**src/rtl/nrte_pkg.sv**
```systemverilog
`timescale 1ns / 1ps
// ----------------------------------------------------------------------------
// NMEA RMC time extractor package
// Constants, parse phase type and small decode functions for the RMC
// sentence parser.
// ----------------------------------------------------------------------------
package nrte_pkg;

   localparam int MAX_SENTENCE_LEN = 1024;
   localparam int POS_WIDTH        = $clog2(MAX_SENTENCE_LEN + 1);
   localparam int HEADER_LEN       = 6;
   localparam int TIME_FIRST_POS   = 7;
   localparam int TIME_DIGITS      = 6;
   localparam int HOURS_PER_DAY    = 24;
   localparam int HOUR_SUB_STEPS   = 5;

   localparam int CSR_ADDR_WIDTH = 3;
   localparam int CSR_DATA_WIDTH = 32;
   localparam int ZONE_WIDTH     = 5;
   localparam logic [ZONE_WIDTH-1:0] ZONE_RESET = 5'd8;
   localparam logic CSR_ZONE_INDEX = 1'b0;

   localparam logic [7:0] CHAR_DOLLAR = 8'h24;
   localparam logic [7:0] CHAR_STAR   = 8'h2A;
   localparam logic [7:0] CHAR_COMMA  = 8'h2C;
   localparam logic [7:0] CHAR_UPPER_A = 8'h41;
   localparam logic [7:0] CHAR_SPACE  = 8'h20;
   localparam logic [7:0] CHAR_CR     = 8'h0D;
   localparam logic [7:0] CHAR_LF     = 8'h0A;
   localparam logic [7:0] CHAR_ZERO   = 8'h30;
   localparam logic [7:0] CHAR_NINE   = 8'h39;
   localparam logic [7:0] CHAR_UPPER_F = 8'h46;

   typedef enum logic [2:0] {
      PH_SEEK_COMMA,
      PH_STATUS_NEXT,
      PH_PRE_STAR,
      PH_HEX_HIGH,
      PH_HEX_LOW,
      PH_TRAILER
   } phase_type;

   typedef struct packed {
      logic       valid;
      logic [3:0] value;
   } hex_type;

   function automatic logic [7:0] header_char(input logic [2:0] index);
      logic [7:0] c;
      unique case (index)
         3'd0: c = CHAR_DOLLAR;
         3'd1: c = 8'h47;
         3'd2: c = 8'h50;
         3'd3: c = 8'h52;
         3'd4: c = 8'h4D;
         3'd5: c = 8'h43;
         default: c = 8'h00;
      endcase
      return c;
   endfunction

   function automatic hex_type hex_digit(input logic [7:0] b);
      hex_type h;
      h.valid = 1'b0;
      h.value = 4'd0;
      if (b >= CHAR_ZERO && b <= CHAR_NINE) begin
         h.valid = 1'b1;
         h.value = b[3:0];
      end else if (b >= CHAR_UPPER_A && b <= CHAR_UPPER_F) begin
         h.valid = 1'b1;
         h.value = 4'(b[3:0] + 4'd9);
      end
      return h;
   endfunction

   function automatic logic [6:0] two_digits(input logic [3:0] tens, input logic [3:0] ones);
      logic [6:0] v;
      v = 7'({tens, 3'b000}) + 7'({tens, 1'b0}) + 7'(ones);
      return v;
   endfunction

   function automatic logic [4:0] hour_mod24(input logic [7:0] v);
      logic [7:0] r;
      r = v;
      for (int k = 0; k < HOUR_SUB_STEPS; k++) begin
         if (r >= 8'(HOURS_PER_DAY)) begin
            r = r - 8'(HOURS_PER_DAY);
         end
      end
      return r[4:0];
   endfunction

endpackage

```
**src/rtl/nmea_rmc_time_extractor.sv**
```systemverilog
`timescale 1ns / 1ps
// ----------------------------------------------------------------------------
// NMEA RMC time extractor
// Parses a byte stream of NMEA sentences and reports the local time of the
// last valid RMC sentence at the end of every sentence.
// ----------------------------------------------------------------------------
// The block takes one byte per clock cycle unless it stalls. Each accepted byte
// goes into an input register, is parsed in one pass against the running
// sentence state, and a space, CR or LF that ends a non-empty sentence loads the
// result register when the byte leaves the input register. Throughput is set by
// the single parse stage and is one byte per cycle while the result side takes
// its items; a held result stalls only a sentence end that needs the result
// register.
module nmea_rmc_time_extractor (
   input  logic                               clock,
   input  logic                               reset,
   input  logic                               req_valid,
   output logic                               req_stall,
   input  logic [7:0]                         req_sentence_byte,
   output logic                               rsp_valid,
   input  logic                               rsp_stall,
   output logic [4:0]                         rsp_hours,
   output logic [6:0]                         rsp_minutes,
   output logic [6:0]                         rsp_seconds,
   output logic                               rsp_updated,
   input  logic                               csr_psel,
   input  logic                               csr_penable,
   input  logic                               csr_pwrite,
   input  logic [nrte_pkg::CSR_ADDR_WIDTH-1:0] csr_paddr,
   input  logic [nrte_pkg::CSR_DATA_WIDTH-1:0] csr_pwdata,
   output logic [nrte_pkg::CSR_DATA_WIDTH-1:0] csr_prdata,
   output logic                               csr_pready
);
   import nrte_pkg::*;

   logic                  zone_write;
   logic [ZONE_WIDTH-1:0] zone_offset_ff;

   logic       in_valid_ff, in_valid_in;
   logic [7:0] byte_ff;
   logic       accept, advance, out_free, emit, ok, is_delim;

   logic [POS_WIDTH-1:0] pos_ff, pos_in;
   phase_type            phase_ff, phase_in;
   logic [7:0]           xor_ff, xor_in;
   logic [7:0]           chk_ff, chk_in;
   logic [3:0]           digits_ff [TIME_DIGITS];
   logic [3:0]           digits_in [TIME_DIGITS];
   logic                 status_ok_ff, status_ok_in;
   logic                 error_ff, error_in;

   logic [4:0] held_hours_ff, held_hours_in;
   logic [6:0] held_minutes_ff, held_minutes_in;
   logic [6:0] held_seconds_ff, held_seconds_in;

   logic       rsp_valid_ff, rsp_valid_in;
   logic [4:0] rsp_hours_ff;
   logic [6:0] rsp_minutes_ff;
   logic [6:0] rsp_seconds_ff;
   logic       rsp_updated_ff;

   hex_type    hex;
   logic [6:0] utc_hours;

   assign zone_write = csr_psel && csr_penable && csr_pwrite && csr_pready
                       && (csr_paddr[2] == CSR_ZONE_INDEX);
   assign csr_pready = 1'b1;
   assign csr_prdata = (csr_paddr[2] == CSR_ZONE_INDEX)
                       ? CSR_DATA_WIDTH'(zone_offset_ff) : '0;

   always_ff @(posedge clock) begin
      if (reset) begin
         zone_offset_ff <= ZONE_RESET;
      end else if (zone_write) begin
         zone_offset_ff <= csr_pwdata[ZONE_WIDTH-1:0];
      end
   end

   // Handshake between the input register and the result register.
   assign out_free    = !rsp_valid_ff || !rsp_stall;
   assign advance     = in_valid_ff && (!emit || out_free);
   assign req_stall   = in_valid_ff && !advance;
   assign accept      = req_valid && !req_stall;
   assign in_valid_in = accept || (in_valid_ff && !advance);

   always_ff @(posedge clock) begin
      if (reset) begin
         in_valid_ff <= 1'b0;
      end else begin
         in_valid_ff <= in_valid_in;
      end
   end

   always_ff @(posedge clock) begin
      if (accept) begin
         byte_ff <= req_sentence_byte;
      end
   end

   assign hex       = hex_digit(byte_ff);
   assign utc_hours = two_digits(digits_ff[0], digits_ff[1]);

   always_comb begin
      pos_in          = pos_ff;
      phase_in        = phase_ff;
      xor_in          = xor_ff;
      chk_in          = chk_ff;
      digits_in       = digits_ff;
      status_ok_in    = status_ok_ff;
      error_in        = error_ff;
      held_hours_in   = held_hours_ff;
      held_minutes_in = held_minutes_ff;
      held_seconds_in = held_seconds_ff;
      emit            = 1'b0;
      ok              = 1'b0;
      is_delim        = (byte_ff == CHAR_SPACE) || (byte_ff == CHAR_CR)
                        || (byte_ff == CHAR_LF);
      if (in_valid_ff) begin
         if (is_delim) begin
            if (pos_ff != '0) begin
               emit = 1'b1;
               ok   = (phase_ff == PH_TRAILER) && status_ok_ff && !error_ff
                      && (xor_ff == chk_ff);
               if (ok) begin
                  held_hours_in   = hour_mod24(8'(utc_hours) + 8'(zone_offset_ff));
                  held_minutes_in = two_digits(digits_ff[2], digits_ff[3]);
                  held_seconds_in = two_digits(digits_ff[4], digits_ff[5]);
               end
               pos_in       = '0;
               phase_in     = PH_SEEK_COMMA;
               xor_in       = '0;
               chk_in       = '0;
               status_ok_in = 1'b0;
               error_in     = 1'b0;
               for (int k = 0; k < TIME_DIGITS; k++) begin
                  digits_in[k] = '0;
               end
            end
         end else begin
            if (pos_ff >= POS_WIDTH'(MAX_SENTENCE_LEN)) begin
               error_in = 1'b1;
            end
            if (pos_ff < POS_WIDTH'(HEADER_LEN) && byte_ff != header_char(pos_ff[2:0])) begin
               error_in = 1'b1;
            end
            for (int k = 0; k < TIME_DIGITS; k++) begin
               if (pos_ff == POS_WIDTH'(TIME_FIRST_POS + k)) begin
                  if (byte_ff >= CHAR_ZERO && byte_ff <= CHAR_NINE) begin
                     digits_in[k] = byte_ff[3:0];
                  end else begin
                     error_in = 1'b1;
                  end
               end
            end
            unique case (phase_ff) inside
               PH_SEEK_COMMA, PH_STATUS_NEXT, PH_PRE_STAR: begin
                  if (phase_ff == PH_STATUS_NEXT) begin
                     if (byte_ff == CHAR_UPPER_A) begin
                        status_ok_in = 1'b1;
                     end
                     phase_in = PH_PRE_STAR;
                  end else if (phase_ff == PH_SEEK_COMMA
                               && pos_ff >= POS_WIDTH'(TIME_FIRST_POS)
                               && byte_ff == CHAR_COMMA) begin
                     phase_in = PH_STATUS_NEXT;
                  end
                  if (byte_ff == CHAR_STAR) begin
                     phase_in = PH_HEX_HIGH;
                  end else if (pos_ff != '0) begin
                     xor_in = xor_ff ^ byte_ff;
                  end
               end
               PH_HEX_HIGH, PH_HEX_LOW: begin
                  if (hex.valid) begin
                     chk_in = {chk_ff[3:0], hex.value};
                  end else begin
                     error_in = 1'b1;
                  end
                  phase_in = (phase_ff == PH_HEX_HIGH) ? PH_HEX_LOW : PH_TRAILER;
               end
               default: begin
                  phase_in = phase_ff;
               end
            endcase
            if (pos_ff < POS_WIDTH'(MAX_SENTENCE_LEN)) begin
               pos_in = pos_ff + 1'b1;
            end
         end
      end
   end

   always_ff @(posedge clock) begin
      if (reset) begin
         pos_ff          <= '0;
         phase_ff        <= PH_SEEK_COMMA;
         xor_ff          <= '0;
         chk_ff          <= '0;
         status_ok_ff    <= 1'b0;
         error_ff        <= 1'b0;
         held_hours_ff   <= '0;
         held_minutes_ff <= '0;
         held_seconds_ff <= '0;
         for (int k = 0; k < TIME_DIGITS; k++) begin
            digits_ff[k] <= '0;
         end
      end else if (advance) begin
         pos_ff          <= pos_in;
         phase_ff        <= phase_in;
         xor_ff          <= xor_in;
         chk_ff          <= chk_in;
         status_ok_ff    <= status_ok_in;
         error_ff        <= error_in;
         held_hours_ff   <= held_hours_in;
         held_minutes_ff <= held_minutes_in;
         held_seconds_ff <= held_seconds_in;
         digits_ff       <= digits_in;
      end
   end

   assign rsp_valid_in = (advance && emit) || (rsp_valid_ff && rsp_stall);

   always_ff @(posedge clock) begin
      if (reset) begin
         rsp_valid_ff <= 1'b0;
      end else begin
         rsp_valid_ff <= rsp_valid_in;
      end
   end

   always_ff @(posedge clock) begin
      if (advance && emit) begin
         rsp_hours_ff   <= held_hours_in;
         rsp_minutes_ff <= held_minutes_in;
         rsp_seconds_ff <= held_seconds_in;
         rsp_updated_ff <= ok;
      end
   end

   assign rsp_valid   = rsp_valid_ff;
   assign rsp_hours   = rsp_hours_ff;
   assign rsp_minutes = rsp_minutes_ff;
   assign rsp_seconds = rsp_seconds_ff;
   assign rsp_updated = rsp_updated_ff;

   a_hours_in_range: assert property (@(posedge clock) disable iff (reset)
      rsp_valid_ff |-> (rsp_hours_ff < 5'(HOURS_PER_DAY)))
      else $error("Result hour is out of range.");

   a_phase_needs_bytes: assert property (@(posedge clock) disable iff (reset)
      (phase_ff != PH_SEEK_COMMA) |-> (pos_ff != '0))
      else $error("Parse phase moved without any byte of the sentence.");

   a_status_after_comma: assert property (@(posedge clock) disable iff (reset)
      status_ok_ff |-> (phase_ff != PH_SEEK_COMMA && phase_ff != PH_STATUS_NEXT))
      else $error("Status flag set before the status field was seen.");

   a_pos_saturates: assert property (@(posedge clock) disable iff (reset)
      pos_ff <= POS_WIDTH'(MAX_SENTENCE_LEN))
      else $error("Byte position passed its saturation value.");

   a_emit_loads_result: assert property (@(posedge clock) disable iff (reset)
      (advance && emit) |=> rsp_valid_ff)
      else $error("A sentence end did not produce a result item.");

endmodule

```
**config.mk**
```make
export PLATFORM = sky130hd
export DESIGN_NAME = nmea_rmc_time_extractor
export DESIGN_NICKNAME = d
export VERILOG_FILES = /design/src/rtl/nrte_pkg.sv /design/src/rtl/nmea_rmc_time_extractor.sv
export SDC_FILE = /design/constraint.sdc
export NUM_CORES = 1
export LEC_CHECK = 0
export ABC_CLOCK_PERIOD_IN_PS = 8100
export BUFFER_PORTS_ARGS = -buffer_cell sky130_fd_sc_hd__buf_2
export CAP_MARGIN = 0
export CORE_MARGIN = 2
export CORE_UTILIZATION = 33
export CTS_CLUSTER_DIAMETER = 200
export DETAILED_ROUTE_END_ITERATION = 8
export SYNTH_ARGS = -nofsm -noshare
export SYNTH_HDL_FRONTEND = slang
export SYNTH_SLANG_ARGS = --single-unit
```
**constraint.sdc**
```tcl
create_clock -name clock -period 8.1 [get_ports clock]
set_input_delay 0.405 -clock clock [delete_from_list [all_inputs] [get_ports clock]]
set_output_delay 0.405 -clock clock [all_outputs]
set_load 0.02 [all_outputs]
```
==> impl_metrics.env, run 1 <==
export IMPL_portBuffers=47
export IMPL_synthFlopType="dfxtp_1"
export IMPL_worstPathMaxFanout=11
export IMPL_grt_max_degree=69
export IMPL_cpPeakStageDelay_ns=0.51
export IMPL_routed_via_density=4.97
export IMPL_pwr_share_clk_pct=38.5
export IMPL_syn_area_per_cell_um2=8.63
export IMPL_synth_area_leaders="dfxtp_1 23%, edfxtp_1 12%, ha_1 6.9%, nor2_1 6.1%, nand2_1 5.7%"
export IMPL_pwr_share_comb_pct=13.8
export IMPL_clk_path_buf_depth=2
export IMPL_power_density_mw_per_mm2=159
export IMPL_synth_cell_types=87
export IMPL_initial_utilization_pct=33.6
export IMPL_reg2reg_depth=29
export IMPL_relSlewSlack_pct=29.6
export IMPL_leakage_nw=3.27
export IMPL_synthCells=816
export IMPL_ys_warn_count=0
export IMPL_max_freq_mhz=135
export IMPL_drt_wirelength_per_cell_um=13.7
export IMPL_p_int_uw=905
export IMPL_seqPwrFrac_pct=47.7
export IMPL_crit_path_top_delay_cell="fa_1"
export IMPL_grt_pass1_vias=5064
export IMPL_dp_slack_ns=0.522
export IMPL_diodes=0
export IMPL_tns_ns=0
export IMPL_critPathRequiredTime_ns=8.30
export IMPL_min_to="byte_ff[5]"
export IMPL_antenna_found_initial=0
export IMPL_area_delta_synth_final_pct=10.0
export IMPL_cts_sinks=110
export IMPL_clock_skew_ns=0.00365
export IMPL_slew_viol_final=0
export IMPL_seq_area_frac_synth_pct=35.3
export IMPL_std_cell_rows=53
export IMPL_min_from="req_sentence_byte[5]"
export IMPL_dp_cells=1103
export IMPL_min_period_ns=7.42
export IMPL_die_x_um=150
export IMPL_totalPowerFinal_mw=1.23
export IMPL_cp_end_kind="register"
export IMPL_overflow=0
export IMPL_dieArea_mm2=0.0225
export IMPL_reg2reg_slack_ns=0.68
export IMPL_vdd_ir_drop_max_uv=70.5
export IMPL_route_vias_total=5576
export IMPL_cts_tree="built"
export IMPL_drv_cap=0
export IMPL_io_pins=105
export IMPL_synth_most_common_cell="nor2_1"
export IMPL_crit_buf_inv=3
export IMPL_regArea_mm2=0.00248
export IMPL_ys_ff_latch=110
export IMPL_finalSetupViolCount=0
export IMPL_grt_pass1_wl_um=24900
export IMPL_nNetsFinal=937
export IMPL_async_reset_ff_share_pct=0
export IMPL_hold_depth=1
export IMPL_wl_um=15300
export IMPL_r2r_start="digits_ff[20]"
export IMPL_cts_clk_slew_worst_paths_ns=0.07
export IMPL_tightest_slew_ns=1.06
export IMPL_core_area_mm2=0.0210
export IMPL_antenna_left=0
export IMPL_holdWs_ns=0.218
export IMPL_synth_edf_count=28
export IMPL_grtUsageTotal_pct=13.7
export IMPL_syn_area_mm2=0.00704
export IMPL_hold_viol=0
export IMPL_multiInputGateArea_mm2=0.00423
export IMPL_yosysTopAreaCellShare_pct=23.3
export IMPL_die_y_um=150
export IMPL_path_delay_family="adder cells"
export IMPL_cts_buffers=9
export IMPL_start_kind="register"
export IMPL_power_switching_uw=326
export IMPL_final_cells=1121
export IMPL_min_period_over_period_pct=91.6
export IMPL_place_gp_congestion=0.849
export IMPL_cts_root_buf="clkbuf_16"
export IMPL_drive_gt1_share_pct=13.0
export IMPL_critPathArrivalTime_ns=7.62
export IMPL_crit_type="register to register"
export IMPL_yosys_area_top_type="dfxtp_1"
export IMPL_swShare_pct=26.5
export IMPL_rsz0062_at_grt="no"
export IMPL_clkLatencyLatePin_ns=0.36
export IMPL_drt_iter0_markers=245
export IMPL_hpwl_um=11100
export IMPL_hold_class="input pin to register"
export IMPL_fill_cells=2163
export IMPL_synthTopCellsByCount="115 x nor2_1, 106 x nand2_1, 82 x dfxtp_1, 39 x a21oi_1, 39 x ha_1"
export IMPL_r2r_end="rsp_hours[3]"
export IMPL_status="finished clean"
export IMPL_drc=0
export IMPL_ctsHtreeMaxLevel=3
export IMPL_cp_common_cell="ha_1"
export IMPL_drt_pass1_iterations=4
export IMPL_setup_ws_ns=0.682
==> sequential cells by signal, indices dropped and copies added (netlist names), 5 cells and up <==
register         count
digits_ff           24
pos_ff              11
byte_ff              8
chk_ff               8
xor_ff               8
held_minutes_ff      7
held_seconds_ff      7
rsp_minutes          7
rsp_seconds          7
held_hours_ff        5
rsp_hours            5
zone_offset_ff       5
==> worst max path at each step <==
stage	start	end	slack (ns)	cells past startpoint
floorplan	digits_ff[19]	rsp_hours[3]	1.21	31
global placement	digits_ff[20]	rsp_hours[3]	0.63	29
detailed placement	digits_ff[20]	rsp_hours[3]	0.52	29
CTS	digits_ff[20]	rsp_hours[3]	0.47	29
global route	digits_ff[20]	rsp_hours[3]	0.008	28
finish	digits_ff[20]	rsp_hours[3]	0.68	29
==> layer usage <==
layer	up-vias	global-route usage, %	routed length (um)
li1	2886	-	-
met1	2579	19.1	7820
met2	94	21.3	6690
met3	17	2.50	533
met4	0	4.76	265
met5	-	0	0
==> power by group through the flow <==
stage,logic [mW],registers (mW),clock network [mW]
after floorplan,0.147,0.592,0
after global placement,0.165,0.599,0
after detailed placement,0.167,0.599,0
after CTS,0.168,0.586,0.490
after global routing,0.189,0.588,0.509
final,0.170,0.587,0.474
==> worst reg2reg max path, delay by kind of cell, from the launching register on <==
family | cells | cell delay (ns)
fa+ha+maj | 7 | 2.59
simple gates | 9 | 1.67
compound gates | 8 | 1.65
mux | 2 | 0.74
flops | 1 | 0.38
buf+inv | 3 | 0.22
==> through the flow <==
stage	instance area, um2	utilization [%]
6_report	7750	37.0
5_1_grt	7750	37.0
4_1_cts	7720	36.9
3_5_place_dp	7400	35.3
3_3_place_gp	7400	35.3
2_1_floorplan	7140	-
==> cell families (layout without fill, tap and decap cells) <==
| kind of cell | Yosys count | count (layout) | synth area share (%) |
|---|---|---|---|
| multiplexers | 32 | 32 | 4.59 |
| buffers and inverters | 87 | 91 | 6.19 |
| AND/OR/NAND/NOR | 351 | 351 | 24.1 |
| XOR/XNOR | 35 | 35 | 4.35 |
| other | 2 | 28 | 0.107 |
| flip-flops | 110 | 110 | 35.3 |
| AO/OA/AOI/OAI | 153 | 153 | 16.5 |
| adder cells (fa/ha/maj) | 46 | 46 | 8.92 |
==> timing repair <==
action,CTS,global route
buffers inserted,0,2
resized for setup,0,2
endpoints found under the setup margin,0,4
endpoints found under the hold margin,0,0
hold buffers,0,0
==> final cells by class <==
class | instances | share of cell area, %
Clock inverter | 4 | 0.646
Clock buffer | 12 | 3.46
Tap cell | 275 | 4.44
Sequential cell | 110 | 32.0
Inverter | 20 | 0.969
Multi-Input combinational cell | 645 | 54.6
Timing Repair Buffer | 55 | 3.81
==> layout by cell type (no fill, tap or decap), types with 13 or more instances in the layout <==
master,count
inv_1,19
dfxtp_1,82
a21o_1,13
nor3_1,22
mux2i_1,30
a21oi_1,37
nand2_1,106
conb_1,28
xor2_1,18
buf_2,47
xnor2_1,17
ha_1,39
nor2_1,115
o21ai_0,13
nand3_1,21
edfxtp_1,28
Note: power is estimated with default switching activity, not from simulation.
==> inputs of run 2 (changes only) <==
--- a/config.mk
+++ b/config.mk
@@ -5,7 +5,7 @@
 export SDC_FILE = /design/constraint.sdc
 export NUM_CORES = 1
 export LEC_CHECK = 0
-export ABC_CLOCK_PERIOD_IN_PS = 8100
+export ABC_CLOCK_PERIOD_IN_PS = 6300
 export BUFFER_PORTS_ARGS = -buffer_cell sky130_fd_sc_hd__buf_2
 export CAP_MARGIN = 0
 export CORE_MARGIN = 2
==> constraint.sdc (replaced) <==
create_clock -name clock -period 6.3 [get_ports clock]
set_input_delay 0.315 -clock clock [delete_from_list [all_inputs] [get_ports clock]]
set_output_delay 0.315 -clock clock [all_outputs]
set_load 0.02 [all_outputs]
==> impl_metrics.env, run 2 (same netlist as run 1, synthesis figures left out) <==
export IMPL_nNetsFinal=964
export IMPL_power_switching_uw=447
export IMPL_final_util_pct=38.8
export IMPL_swShare_pct=27.6
export IMPL_area_delta_synth_final_pct=15.5
export IMPL_drv_cap=0
export IMPL_core_area_mm2=0.0210
export IMPL_cts_clk_slew_worst_paths_ns=0.07
export IMPL_setup_ws_ns=0.117
export IMPL_final_common_cell="nor2_1"
export IMPL_drt_wirelength_per_cell_um=13.7
export IMPL_ctsHtreeMaxLevel=3
export IMPL_largest_register="digits_ff"
export IMPL_clock_skew_ns=0.00922
export IMPL_critPathRequiredTime_ns=6.38
export IMPL_leakage_nw=3.41
export IMPL_min_period_over_period_pct=98.1
export IMPL_top_regs="digits_ff (24), pos_ff (11)"
export IMPL_drt_iter0_markers=269
export IMPL_tightest_slew_ns=1.02
export IMPL_start_kind="register"
export IMPL_grt_max_degree=69
export IMPL_cts_root_buf="clkbuf_16"
export IMPL_antenna_left=0
export IMPL_hpwl_um=11200
export IMPL_overflow=0
export IMPL_cts_tree="built"
export IMPL_pwr_share_comb_pct=17.0
export IMPL_cpPeakStageDelay_ns=0.53
export IMPL_final_cell_area_mm2=0.00813
export IMPL_drc=0
export IMPL_dp_slack_ns=0.00350
export IMPL_cp_end_kind="register"
export IMPL_status="finished clean"
export IMPL_crit_path_top_delay_cell="fa_1"
export IMPL_diodes=0
export IMPL_portBuffers=47
export IMPL_route_vias_total=5725
export IMPL_antenna_found_initial=0
export IMPL_drt_pass1_iterations=5
export IMPL_drt_met1_wl_um=7990
export IMPL_grt_pass1_vias=5205
export IMPL_clkLatencyLatePin_ns=0.36
export IMPL_grt_pass1_wl_um=25900
export IMPL_worstPathMaxFanout=6
export IMPL_wl_um=15700
export IMPL_dr_wl_met2_um=6900
export IMPL_rsz0062_at_grt="yes"
export IMPL_pwr_share_clk_pct=36.5
export IMPL_io_pins=105
export IMPL_hold_viol=0
export IMPL_die_y_um=150
export IMPL_dpl_instance_area_mm2=0.00760
export IMPL_max_freq_mhz=162
export IMPL_cts_buffers=9
export IMPL_clk_path_buf_depth=2
export IMPL_largest_reg_flops=24
export IMPL_routed_via_density=4.99
export IMPL_tns_ns=0
export IMPL_initial_utilization_pct=33.6
export IMPL_wl_met3_um=564
export IMPL_slew_viol_final=0
export IMPL_grtUsageTotal_pct=14.1
export IMPL_dieArea_mm2=0.0225
export IMPL_p_int_mw=1.17
export IMPL_drive_gt1_share_pct=19.1
export IMPL_cts_sinks=110
export IMPL_hold_class="input pin to register"
export IMPL_place_gp_congestion=0.846
export IMPL_top_layer_used="met4"
export IMPL_critPathArrivalTime_ns=6.27
export IMPL_seqPwrFrac_pct=46.5
export IMPL_vdd_ir_drop_max_uv=124
export IMPL_die_x_um=150
export IMPL_power_density_mw_per_mm2=200
export IMPL_std_cell_rows=53
export IMPL_finalSetupViolCount=0
export IMPL_relSlewSlack_pct=32.1
export IMPL_crit_type="register to register"
export IMPL_layout_common_cells="112 x nor2_1, 101 x nand2_1, 80 x dfxtp_1"
export IMPL_min_period_ns=6.18
[run 2: path summary, 6_finish.rpt]
path                                           start                 end  slack (ns)  cells past startpoint
worst max-delay path                   digits_ff[20]        rsp_hours[4]        0.12                     30
worst max register to register         digits_ff[20]        rsp_hours[4]        0.12                     30
worst min-delay path            req_sentence_byte[6]          byte_ff[6]        0.13                      1
worst min register to register    held_minutes_ff[4]  held_minutes_ff[4]        0.46                      2
[run 2: metrics by stage]
stage	total power, mW	hold WS (ns)	cells
finish	1.62	0.130	1148
global route	1.71	0.118	1148
CTS	1.60	0.115	1140
detailed placement	1.00	0.451	1123
global placement	1.00	0.442	1123
floorplan	0.956	0.414	842
[run 2: what timing repair did]
item                       CTS  global route
gates cloned                 0             0
setup endpoints to repair    1             4
gates resized for setup      1            33
pin swaps                    1            17
buffers inserted             1             8
hold buffers                 0             0
[run 2: cell type report]
cell class,count,area (um2)
Inverter,20,75.1
Tap cell,275,344
Multi-Input combinational cell,645,4410
Clock inverter,4,33.8
Fill cell,2129,12800
Sequential cell,110,2490
Clock buffer,12,278
Timing Repair Buffer,82,498
[run 2: power by group through the flow]
stage | registers, mW | logic [mW] | clock network (mW)
final | 0.754 | 0.276 | 0.592
after global routing | 0.756 | 0.307 | 0.643
after floorplan | 0.761 | 0.194 | 0
after detailed placement | 0.771 | 0.232 | 0
after CTS | 0.754 | 0.234 | 0.608
after global placement | 0.770 | 0.231 | 0
[run 2: critical path, delay by kind of cell (launching register included)]
| kind | cells | cell delay, ns |
|---|---|---|
| XOR/XNOR | 1 | 0.27 |
| buffers and inverters | 5 | 0.55 |
| AO/OA/AOI/OAI | 10 | 1.92 |
| multiplexers | 1 | 0.21 |
| flip-flops | 1 | 0.36 |
| AND/OR/NAND/NOR | 7 | 0.81 |
| adder cells (fa/ha/maj) | 6 | 1.80 |
[run 2: metal layers]
| layer | track usage [%] | vias up |
|---|---|---|
| li1 | - | 2934 |
| met3 | 2.10 | 18 |
| met4 | 5.19 | 0 |
| met1 | 20.2 | 2655 |
| met2 | 21.6 | 118 |
| met5 | 0 | - |
